<file path="src/hdl/csmd_pkg.sv">
`default_nettype none

package csmd_pkg;

    // Request opcodes and button codes
    localparam logic       OP_TICK  = 1'b0;
    localparam logic       OP_CLICK = 1'b1;
    localparam logic [1:0] KEY_OK   = 2'd0;
    localparam logic [1:0] KEY_UP   = 2'd1;
    localparam logic [1:0] KEY_DOWN = 2'd2;

    // Edit field codes
    localparam logic [1:0] FIELD_NONE    = 2'd0;
    localparam logic [1:0] FIELD_HOURS   = 2'd1;
    localparam logic [1:0] FIELD_MINUTES = 2'd2;
    localparam logic [1:0] FIELD_SECONDS = 2'd3;

    // Configuration register indexes
    localparam int          CFG_IDX_W          = 3;
    localparam int          CFG_DATA_W         = 16;
    localparam logic [2:0]  CFG_MENU_BLINK     = 3'd0;
    localparam logic [2:0]  CFG_DOT_BLINK      = 3'd1;
    localparam logic [2:0]  CFG_RTC_POLL       = 3'd2;
    localparam logic [2:0]  CFG_REPEAT_DELAY   = 3'd3;
    localparam logic [2:0]  CFG_REPEAT_STEP    = 3'd4;
    localparam logic [2:0]  CFG_CYCLE_STEP     = 3'd5;
    localparam logic [2:0]  CFG_CYCLE_PASSES   = 3'd6;

    // Configuration reset values
    localparam logic [15:0] RST_MENU_BLINK   = 16'd100;
    localparam logic [15:0] RST_DOT_BLINK    = 16'd250;
    localparam logic [7:0]  RST_RTC_POLL     = 8'd200;
    localparam logic [15:0] RST_REPEAT_DELAY = 16'd300;
    localparam logic [15:0] RST_REPEAT_STEP  = 16'd100;
    localparam logic [7:0]  RST_CYCLE_STEP   = 8'd10;
    localparam logic [3:0]  RST_CYCLE_PASSES = 4'd3;

    localparam logic [5:0]  ENABLES_ALL  = 6'h3F;
    localparam logic [4:0]  HOURS_MAX    = 5'd23;
    localparam logic [5:0]  MINSEC_MAX   = 6'd59;
    localparam logic [3:0]  DIGIT_LAST   = 4'd9;

    typedef struct packed {
        logic       opcode;
        logic [1:0] key;
        logic       held_up;
        logic       held_down;
        logic [6:0] rtc_seconds_bcd;
        logic [6:0] rtc_minutes_bcd;
        logic [5:0] rtc_hours_bcd;
    } t_in;

    typedef struct packed {
        logic [3:0]  digit_hour_tens;
        logic [3:0]  digit_hour_ones;
        logic [3:0]  digit_minute_tens;
        logic [3:0]  digit_minute_ones;
        logic [3:0]  digit_second_tens;
        logic [3:0]  digit_second_ones;
        logic [5:0]  digit_enables;
        logic        dot_on;
        logic        rtc_write;
        logic [21:0] rtc_write_time;
    } t_out;

    typedef struct packed {
        logic [15:0] menu_blink_ticks;
        logic [15:0] dot_blink_ticks;
        logic [7:0]  rtc_poll_ticks;
        logic [15:0] repeat_delay_ticks;
        logic [15:0] repeat_step_ticks;
        logic [7:0]  cycle_step_ticks;
        logic [3:0]  cycle_passes;
    } t_cfg;

    typedef struct packed {
        logic        in_menu;
        logic [1:0]  edit_field;
        logic [4:0]  hours;
        logic [5:0]  minutes;
        logic [5:0]  seconds_now;
        logic [15:0] blink_count;
        logic        field_visible;
        logic        dot_state;
        logic [15:0] held_count;
        logic [15:0] repeat_count;
        logic [7:0]  poll_count;
        logic        cycling;
        logic [5:0]  last_minutes;
        logic [4:0]  last_hours;
        logic [7:0]  cycle_tick_count;
        logic [3:0]  cycle_digit;
        logic [3:0]  cycle_pass;
        logic [5:0]  enables_reg;
        logic [23:0] shown_digits;
    } t_state;

    // Binary 0..63 to {tens, ones}; tens = v*205 >> 11 is exact below 180
    function automatic logic [7:0] bin_to_bcd(input logic [5:0] v);
        logic [13:0] prod;
        logic [3:0]  tens;
        logic [6:0]  tens_x10;
        logic [6:0]  ones;
        prod     = 14'(v) * 14'd205;
        tens     = {1'b0, prod[13:11]};
        tens_x10 = {1'b0, tens[2:0], 3'b000} + {2'b00, tens[2:0], 1'b0};
        ones     = 7'(v) - tens_x10;
        return {tens, ones[3:0]};
    endfunction

    // BCD byte to binary, tens*10 + ones
    function automatic logic [6:0] bcd_to_bin(input logic [2:0] tens, input logic [3:0] ones);
        return {1'b0, tens, 3'b000} + {2'b00, tens, 1'b0} + {3'b000, ones};
    endfunction

endpackage

`default_nettype wire

</file>
<file path="src/hdl/csmd_step.sv">
`default_nettype none

module csmd_step
    import csmd_pkg::*;
(
    input  wire t_in    i_req,
    input  wire t_cfg   i_cfg,
    input  wire t_state i_state,
    output t_state      o_state,
    output t_out        o_result
);

    t_state     s;
    logic       wr;
    logic       fire;
    logic [1:0] fvis;
    logic [6:0] sec_bin;
    logic [6:0] min_bin;
    logic [6:0] hr_bin;
    logic [7:0] hb;
    logic [7:0] mb;
    logic [7:0] sb;
    logic [3:0] cd;

    // Apply one up or down step to the field under edit
    function automatic t_state step_field(input t_state st, input logic up);
        t_state r;
        r = st;
        case (st.edit_field)
            FIELD_HOURS: begin
                if (up) r.hours = (st.hours >= HOURS_MAX) ? 5'd0 : st.hours + 5'd1;
                else    r.hours = (st.hours == 5'd0) ? HOURS_MAX : st.hours - 5'd1;
            end
            FIELD_MINUTES: begin
                if (up) r.minutes = (st.minutes >= MINSEC_MAX) ? 6'd0 : st.minutes + 6'd1;
                else    r.minutes = (st.minutes == 6'd0) ? MINSEC_MAX : st.minutes - 6'd1;
            end
            FIELD_SECONDS: begin
                if (up) r.seconds_now = (st.seconds_now >= MINSEC_MAX) ? 6'd0
                                        : st.seconds_now + 6'd1;
                else    r.seconds_now = (st.seconds_now == 6'd0) ? MINSEC_MAX
                                        : st.seconds_now - 6'd1;
            end
            default: begin
            end
        endcase
        return r;
    endfunction

    always_comb begin
        s       = i_state;
        wr      = 1'b0;
        fire    = 1'b0;
        fvis    = 2'b00;
        sec_bin = bcd_to_bin(i_req.rtc_seconds_bcd[6:4], i_req.rtc_seconds_bcd[3:0]);
        min_bin = bcd_to_bin(i_req.rtc_minutes_bcd[6:4], i_req.rtc_minutes_bcd[3:0]);
        hr_bin  = bcd_to_bin({1'b0, i_req.rtc_hours_bcd[5:4]}, i_req.rtc_hours_bcd[3:0]);

        if (i_req.opcode == OP_CLICK) begin
            case (i_req.key)
                KEY_OK: begin
                    s.in_menu    = 1'b1;
                    s.edit_field = i_state.edit_field + 2'd1;
                    if (s.edit_field == FIELD_NONE) begin
                        s.in_menu     = 1'b0;
                        s.blink_count = 16'd0;
                        s.enables_reg = ENABLES_ALL;
                        wr            = 1'b1;
                    end
                end
                KEY_UP, KEY_DOWN: begin
                    s.blink_count   = 16'd0;
                    s.field_visible = 1'b1;
                    s = step_field(s, i_req.key == KEY_UP);
                end
                default: begin
                end
            endcase
        end else if (i_state.in_menu) begin
            s.dot_state = 1'b0;
            if (!i_req.held_up && !i_req.held_down) begin
                s.blink_count = i_state.blink_count + 16'd1;
                if (s.blink_count >= i_cfg.menu_blink_ticks) begin
                    s.blink_count   = 16'd0;
                    s.field_visible = ~i_state.field_visible;
                end
            end
            fvis = s.field_visible ? 2'b11 : 2'b00;
            case (i_state.edit_field)
                FIELD_HOURS:   s.enables_reg = {4'b1111, fvis};
                FIELD_MINUTES: s.enables_reg = {2'b11, fvis, 2'b11};
                FIELD_SECONDS: s.enables_reg = {fvis, 4'b1111};
                default:       s.enables_reg = i_state.enables_reg;
            endcase
            if (i_req.held_up || i_req.held_down) begin
                if (i_state.held_count > i_cfg.repeat_delay_ticks) begin
                    s.repeat_count = i_state.repeat_count + 16'd1;
                    if (s.repeat_count >= i_cfg.repeat_step_ticks) begin
                        s.repeat_count = 16'd0;
                        fire           = 1'b1;
                    end
                end
                if (fire) s = step_field(s, i_req.held_up);
                if (i_state.held_count != 16'hFFFF) s.held_count = i_state.held_count + 16'd1;
            end else begin
                s.held_count = 16'd0;
            end
        end else begin
            // colon blink
            s.blink_count = i_state.blink_count + 16'd1;
            if (s.blink_count >= i_cfg.dot_blink_ticks) begin
                s.blink_count = 16'd0;
                s.dot_state   = ~i_state.dot_state;
            end
            // time chip sample, saturated to state width
            s.poll_count = i_state.poll_count + 8'd1;
            if (s.poll_count >= i_cfg.rtc_poll_ticks) begin
                s.poll_count  = 8'd0;
                s.seconds_now = sec_bin[6] ? 6'd63 : sec_bin[5:0];
                s.minutes     = min_bin[6] ? 6'd63 : min_bin[5:0];
                s.hours       = (hr_bin[6:5] != 2'b00) ? 5'd31 : hr_bin[4:0];
            end
            // digit cycling on hour or minute change
            if (i_state.last_minutes != s.minutes || i_state.last_hours != s.hours) begin
                s.cycling = 1'b1;
                if (i_state.cycle_pass < i_cfg.cycle_passes) begin
                    s.cycle_tick_count = i_state.cycle_tick_count + 8'd1;
                    if (s.cycle_tick_count >= i_cfg.cycle_step_ticks) begin
                        s.cycle_tick_count = 8'd0;
                        if (i_state.cycle_digit >= DIGIT_LAST) begin
                            s.cycle_digit = 4'd0;
                            s.cycle_pass  = i_state.cycle_pass + 4'd1;
                        end else begin
                            s.cycle_digit = i_state.cycle_digit + 4'd1;
                        end
                    end
                end else begin
                    s.cycle_pass       = 4'd0;
                    s.cycle_digit      = 4'd0;
                    s.cycle_tick_count = 8'd0;
                    s.cycling          = 1'b0;
                    s.last_minutes     = s.minutes;
                    s.last_hours       = s.hours;
                end
            end
        end

        hb = bin_to_bcd({1'b0, s.hours});
        mb = bin_to_bcd(s.minutes);
        sb = bin_to_bcd(s.seconds_now);
        cd = s.cycle_digit;

        // digits latch only on ticks
        if (i_req.opcode == OP_TICK) begin
            if (s.cycling) s.shown_digits = {cd, cd, cd, cd, cd, cd};
            else           s.shown_digits = {sb[3:0], sb[7:4], mb[3:0], mb[7:4],
                                             hb[3:0], hb[7:4]};
        end

        o_state                    = s;
        o_result.digit_hour_tens   = s.shown_digits[3:0];
        o_result.digit_hour_ones   = s.shown_digits[7:4];
        o_result.digit_minute_tens = s.shown_digits[11:8];
        o_result.digit_minute_ones = s.shown_digits[15:12];
        o_result.digit_second_tens = s.shown_digits[19:16];
        o_result.digit_second_ones = s.shown_digits[23:20];
        o_result.digit_enables     = s.enables_reg;
        o_result.dot_on            = s.dot_state;
        o_result.rtc_write         = wr;
        o_result.rtc_write_time    = wr ? {hb[5:0], 1'b0, mb[6:0], 1'b0, sb[6:0]} : 22'd0;
    end

endmodule

`default_nettype wire

</file>
<file path="src/hdl/clock_set_menu_display_controller.sv">
// The result of an accepted request is registered and shown in the following cycle.
// Throughput: one request per clock; the only limit is the single result register.
// Input stall is raised only while the result register holds an untaken result.
// Reset (i_rst_n low, synchronous): configuration returns to defaults, all display
// state clears with every digit enabled, and the result register empties.
`default_nettype none

module clock_set_menu_display_controller
    import csmd_pkg::*;
(
    input  wire                   i_clk,
    input  wire                   i_rst_n,
    // request channel
    input  wire                   i_in_valid,
    output logic                  o_in_stall,
    input  wire t_in              i_in_data,
    // result channel
    output logic                  o_out_valid,
    input  wire                   i_out_stall,
    output t_out                  o_out_data,
    // configuration write port
    input  wire                   i_cfg_we,
    input  wire [CFG_IDX_W-1:0]   i_cfg_index,
    input  wire [CFG_DATA_W-1:0]  i_cfg_data
);

    t_cfg   r_cfg;
    t_state r_state;
    t_state n_state;
    t_out   n_result;
    t_out   r_out;
    logic   r_out_valid;
    logic   accept;

    // The result register is the only buffer: take a new request whenever it
    // is empty or is being drained in this same cycle.
    assign o_in_stall  = r_out_valid & i_out_stall;
    assign accept      = i_in_valid & ~o_in_stall;
    assign o_out_valid = r_out_valid;
    assign o_out_data  = r_out;

    // Whole next-state and result computation for one request
    csmd_step u_step (
        .i_req    (i_in_data),
        .i_cfg    (r_cfg),
        .i_state  (r_state),
        .o_state  (n_state),
        .o_result (n_result)
    );

    // Configuration registers; indexes past the list are dropped
    always_ff @(posedge i_clk) begin
        if (!i_rst_n) begin
            r_cfg.menu_blink_ticks   <= RST_MENU_BLINK;
            r_cfg.dot_blink_ticks    <= RST_DOT_BLINK;
            r_cfg.rtc_poll_ticks     <= RST_RTC_POLL;
            r_cfg.repeat_delay_ticks <= RST_REPEAT_DELAY;
            r_cfg.repeat_step_ticks  <= RST_REPEAT_STEP;
            r_cfg.cycle_step_ticks   <= RST_CYCLE_STEP;
            r_cfg.cycle_passes       <= RST_CYCLE_PASSES;
        end else if (i_cfg_we) begin
            case (i_cfg_index)
                CFG_MENU_BLINK:   r_cfg.menu_blink_ticks   <= i_cfg_data;
                CFG_DOT_BLINK:    r_cfg.dot_blink_ticks    <= i_cfg_data;
                CFG_RTC_POLL:     r_cfg.rtc_poll_ticks     <= i_cfg_data[7:0];
                CFG_REPEAT_DELAY: r_cfg.repeat_delay_ticks <= i_cfg_data;
                CFG_REPEAT_STEP:  r_cfg.repeat_step_ticks  <= i_cfg_data;
                CFG_CYCLE_STEP:   r_cfg.cycle_step_ticks   <= i_cfg_data[7:0];
                CFG_CYCLE_PASSES: r_cfg.cycle_passes       <= i_cfg_data[3:0];
                default: begin
                end
            endcase
        end
    end

    // Display/menu state advances once per accepted request
    always_ff @(posedge i_clk) begin
        if (!i_rst_n) begin
            r_state             <= '0;
            r_state.enables_reg <= ENABLES_ALL;
        end else if (accept) begin
            r_state <= n_state;
        end
    end

    // Result register
    always_ff @(posedge i_clk) begin
        if (!i_rst_n) begin
            r_out_valid <= 1'b0;
        end else if (accept) begin
            r_out_valid <= 1'b1;
        end else if (!i_out_stall) begin
            r_out_valid <= 1'b0;
        end
    end

    always_ff @(posedge i_clk) begin
        if (accept) begin
            r_out <= n_result;
        end
    end

endmodule

`default_nettype wire
</file>
<file path="config.mk">
export PLATFORM = sky130hd
export DESIGN_NAME = clock_set_menu_display_controller
export DESIGN_NICKNAME = d
export VERILOG_FILES = /design/src/hdl/csmd_pkg.sv /design/src/hdl/csmd_step.sv /design/src/hdl/clock_set_menu_display_controller.sv
export SDC_FILE = /design/constraint.sdc
export NUM_CORES = 1
export LEC_CHECK = 0
export ABC_AREA = 1
export BUFFER_PORTS_ARGS = -buffer_cell sky130_fd_sc_hd__clkbuf_2
export CORE_MARGIN = 5
export CORE_UTILIZATION = 56
export DETAILED_ROUTE_END_ITERATION = 10
export PLACE_DENSITY = 0.88
export SETUP_SLACK_MARGIN = 0.2
export SYNTH_ARGS = -nofsm -noshare
export SYNTH_HDL_FRONTEND = slang
export SYNTH_SLANG_ARGS = --single-unit
</file>
<file path="constraint.sdc">
create_clock -name i_clk -period 6.5 [get_ports i_clk]
set_input_delay 1.625 -clock i_clk [delete_from_list [all_inputs] [get_ports i_clk]]
set_output_delay 1.625 -clock i_clk [all_outputs]
set_load 0.01 [all_outputs]
</file>
==> out/results.ini <==
[outcome]
outcome = finished, violations left
violations = negative setup slack

[min_path]
hold_depth = 2
min_path_type = reg -> reg
worst_hold_startpoint = r_cfg[11]

[routing]
drc = 0
wl_per_cell_um = 18.6
via_per_inst = 5.95
routed_wl_um = 59800
drt_iter0_drc = 2351
vias = 19100
ant_nets = 0
dr.pass1.iters = 7

[synthesis]
synthCells = 2476
synth_async_sr_flop_share_pct = 0
mappedNetlistArea_mm2 = 0.0182
synth_cell_types = 60
syn_area_per_cell_um2 = 7.34
synth_top_area_share_pct = 24.4
yosys-top-cells-count = nand2_1 (435), inv_1 (379), a21oi_1 (228)
dominantRegCellSynth = dfxtp_1
synth_edf_count = 52
yosysMostFrequentCell = nand2_1
ys_top_cells_by_area = dfxtp_1 (24%), ha_1 (13%), nand2_1 (9.0%)
synth_top_cell_by_area = dfxtp_1
synth-warning-count = 0
synth-seq-cells = 273
yosysSeqAreaShare_pct = 32.9

[floorplan]
ios = 105
die_area_mm2 = 0.0361
die_y_um = 190
start_util_pct = 56.3
core_mm2 = 0.0323
rows = 66
die_w_um = 190

[setup_path]
critical-path-max-stage-delay_ns = 0.41
critPathMaxFanout = 4
r2r-start = r_state[66]
end_kind = flip-flop
crit_required_ns = 7.03
critPathLaunchType = flip-flop
rr_worst_depth = 46
crit_start = r_state[66]
worstSetupPathType = reg -> reg
reg2reg_slack_ns = -0.41
rr_endpoint = r_state[15]
worst_path_max_delay_cell = fa_1
endpoint = r_state[15]
arrival_ns = 7.44

[sta]
setup_viol = 40
finalCritPeriodShare_pct = 106
fin_skew_ns = 0.0120
timing.fmax_ghz = 0.145
finalWorstSetupSlack_ns = -0.412
hold_slack_ns = 0.463
rsz0062_at_grt = true
slew_headroom_pct = 13.6
slew_viol_final = 0
finalHoldViolCount = 0
worst_slew_pin_slew_ns = 1.29
period_minus_slack_ns = 6.91

[placed_design]
port-buffer-count = 102
dpl.hpwl_um = 37800
place.gp.congestion = 0.947

[global_routing]
grt_use_total_pct = 29.5
grt_antenna_before_repair = 1
grt_pass1_vias = 18400
grt_pass1_wl_um = 89300
grt_overflow_total = 0
grt_max_degree = 115

[clocking]
cts.sink_count = 273
cts_root_buf = clkbuf_16
htreeDepth = 1
clockBufferDepth = 3
ctsHoldBuffers = 0
clk_latency_ns = 0.58
cts_tree = built
clkSlewWorstSetupHoldPaths_ns = 0.06
numCtsBuffers = 30

[power]
pwr_density_cell_mw_per_mm2 = 241
leakage_nw = 10.8
finalPower_mw = 5.52
vdd_drop_max_v = 0.000219

[cells_and_area]
fill_cells = 2191
nNetsFinal = 3013
layout-drive-gt1-share_pct = 22.9
synthToLayoutAreaGrowth_pct = 26.1

[run]
maxCapViolations = 0

==> metal layers <==
layer	share of wire [%]	wire length [um]	track usage, %	up-vias
met5	0	0	0	-
met4	6.0	3560	13.7	0
met3	10	6230	5.36	342
met2	46	27600	49.7	1219
met1	37	22400	36.7	8795
li1	-	-	-	8771
==> layout make-up <==
class                      instances  area, um2  area share [%]
antenna                            1       2.50          0.0109
sequential                       273       5990            26.2
clock inverter                    10        140           0.612
timing repair buffer             321       2290            10.0
clock buffer                      43        870            3.80
multi-input combinational       1731      11600            50.4
tap                              442        553            2.41
inverter                         396       1510            6.58
==> metrics by stage <==
stage | instance area, um2 | std cells | setup TNS, ns | utilization (%) | worst slack, ns
floorplan | 18300 | 2477 | -0.101 | - | -0.0451
global placement | 20200 | 3102 | -5.44 | 62.7 | -0.450
detailed placement | 20200 | 3102 | -11.40 | 62.7 | -0.699
CTS | 22200 | 3188 | -0.0388 | 68.6 | -0.0343
global route | 22900 | 3217 | -21.10 | 71.0 | -0.734
finish | 22900 | 3217 | -8.31 | 71.0 | -0.412
==> what timing repair did <==
action / 4_1_cts / 5_1_grt
endpoints found under the hold margin: 0 / 0
resized for setup: 128 / 119
buffers inserted: 33 / 28
pin swaps: 88 / 74
setup endpoints to repair: 45 / 51
==> cells by family (layout without fill, tap and decap cells) <==
group,count (synthesis),after routing,synth area share [%]
AOI/OAI and AO/OA,575,575,17.9
xor gates and xnor gates,55,55,2.65
adders and majority gates,211,211,15.3
buffers and inverters,473,770,10.1
DFF,273,273,32.9
other,1,3,0.0206
and+or+nand+nor,888,888,21.1
==> power breakdown <==
part / internal (mW) / switching [mW]
clock network: 1.01 / 0.733
logic: 0.842 / 1.07
registers: 1.81 / 0.0545
==> worst max-delay path: cells and delay by family (launching register included) <==
family	cells	cell delay (ns)
compound gates	6	0.75
buf+inv	12	1.19
simple gates	21	2.71
fa+ha+maj	6	1.69
flops	1	0.36
xor+xnor	1	0.13
==> registers in the layout (all words and copies together) (netlist names) <==
signal,cells
o_out_valid,1
r_cfg,84
o_out_data,52
r_state,136
==> how the worst min path moves through the flow <==
stage	to
CTS	r_cfg[38]
finish	r_cfg[11]
floorplan	r_cfg[0]
detailed placement	r_cfg[38]
global route	r_cfg[60]
global placement	r_cfg[0]
==> placed cells by master, fill, tap and decap left out, types with 96 or more instances in the layout <==
cell type / Yosys / final
clkbuf_2: 0 / 101
nand2_1: 435 / 395
buf_4: 3 / 184
inv_1: 379 / 350
nand3_1: 120 / 96
dfxtp_1: 221 / 218
a21oi_1: 228 / 218
nor2_1: 222 / 203
o21ai_0: 183 / 172
ha_1: 192 / 149
(Power assumes the default switching activity.)
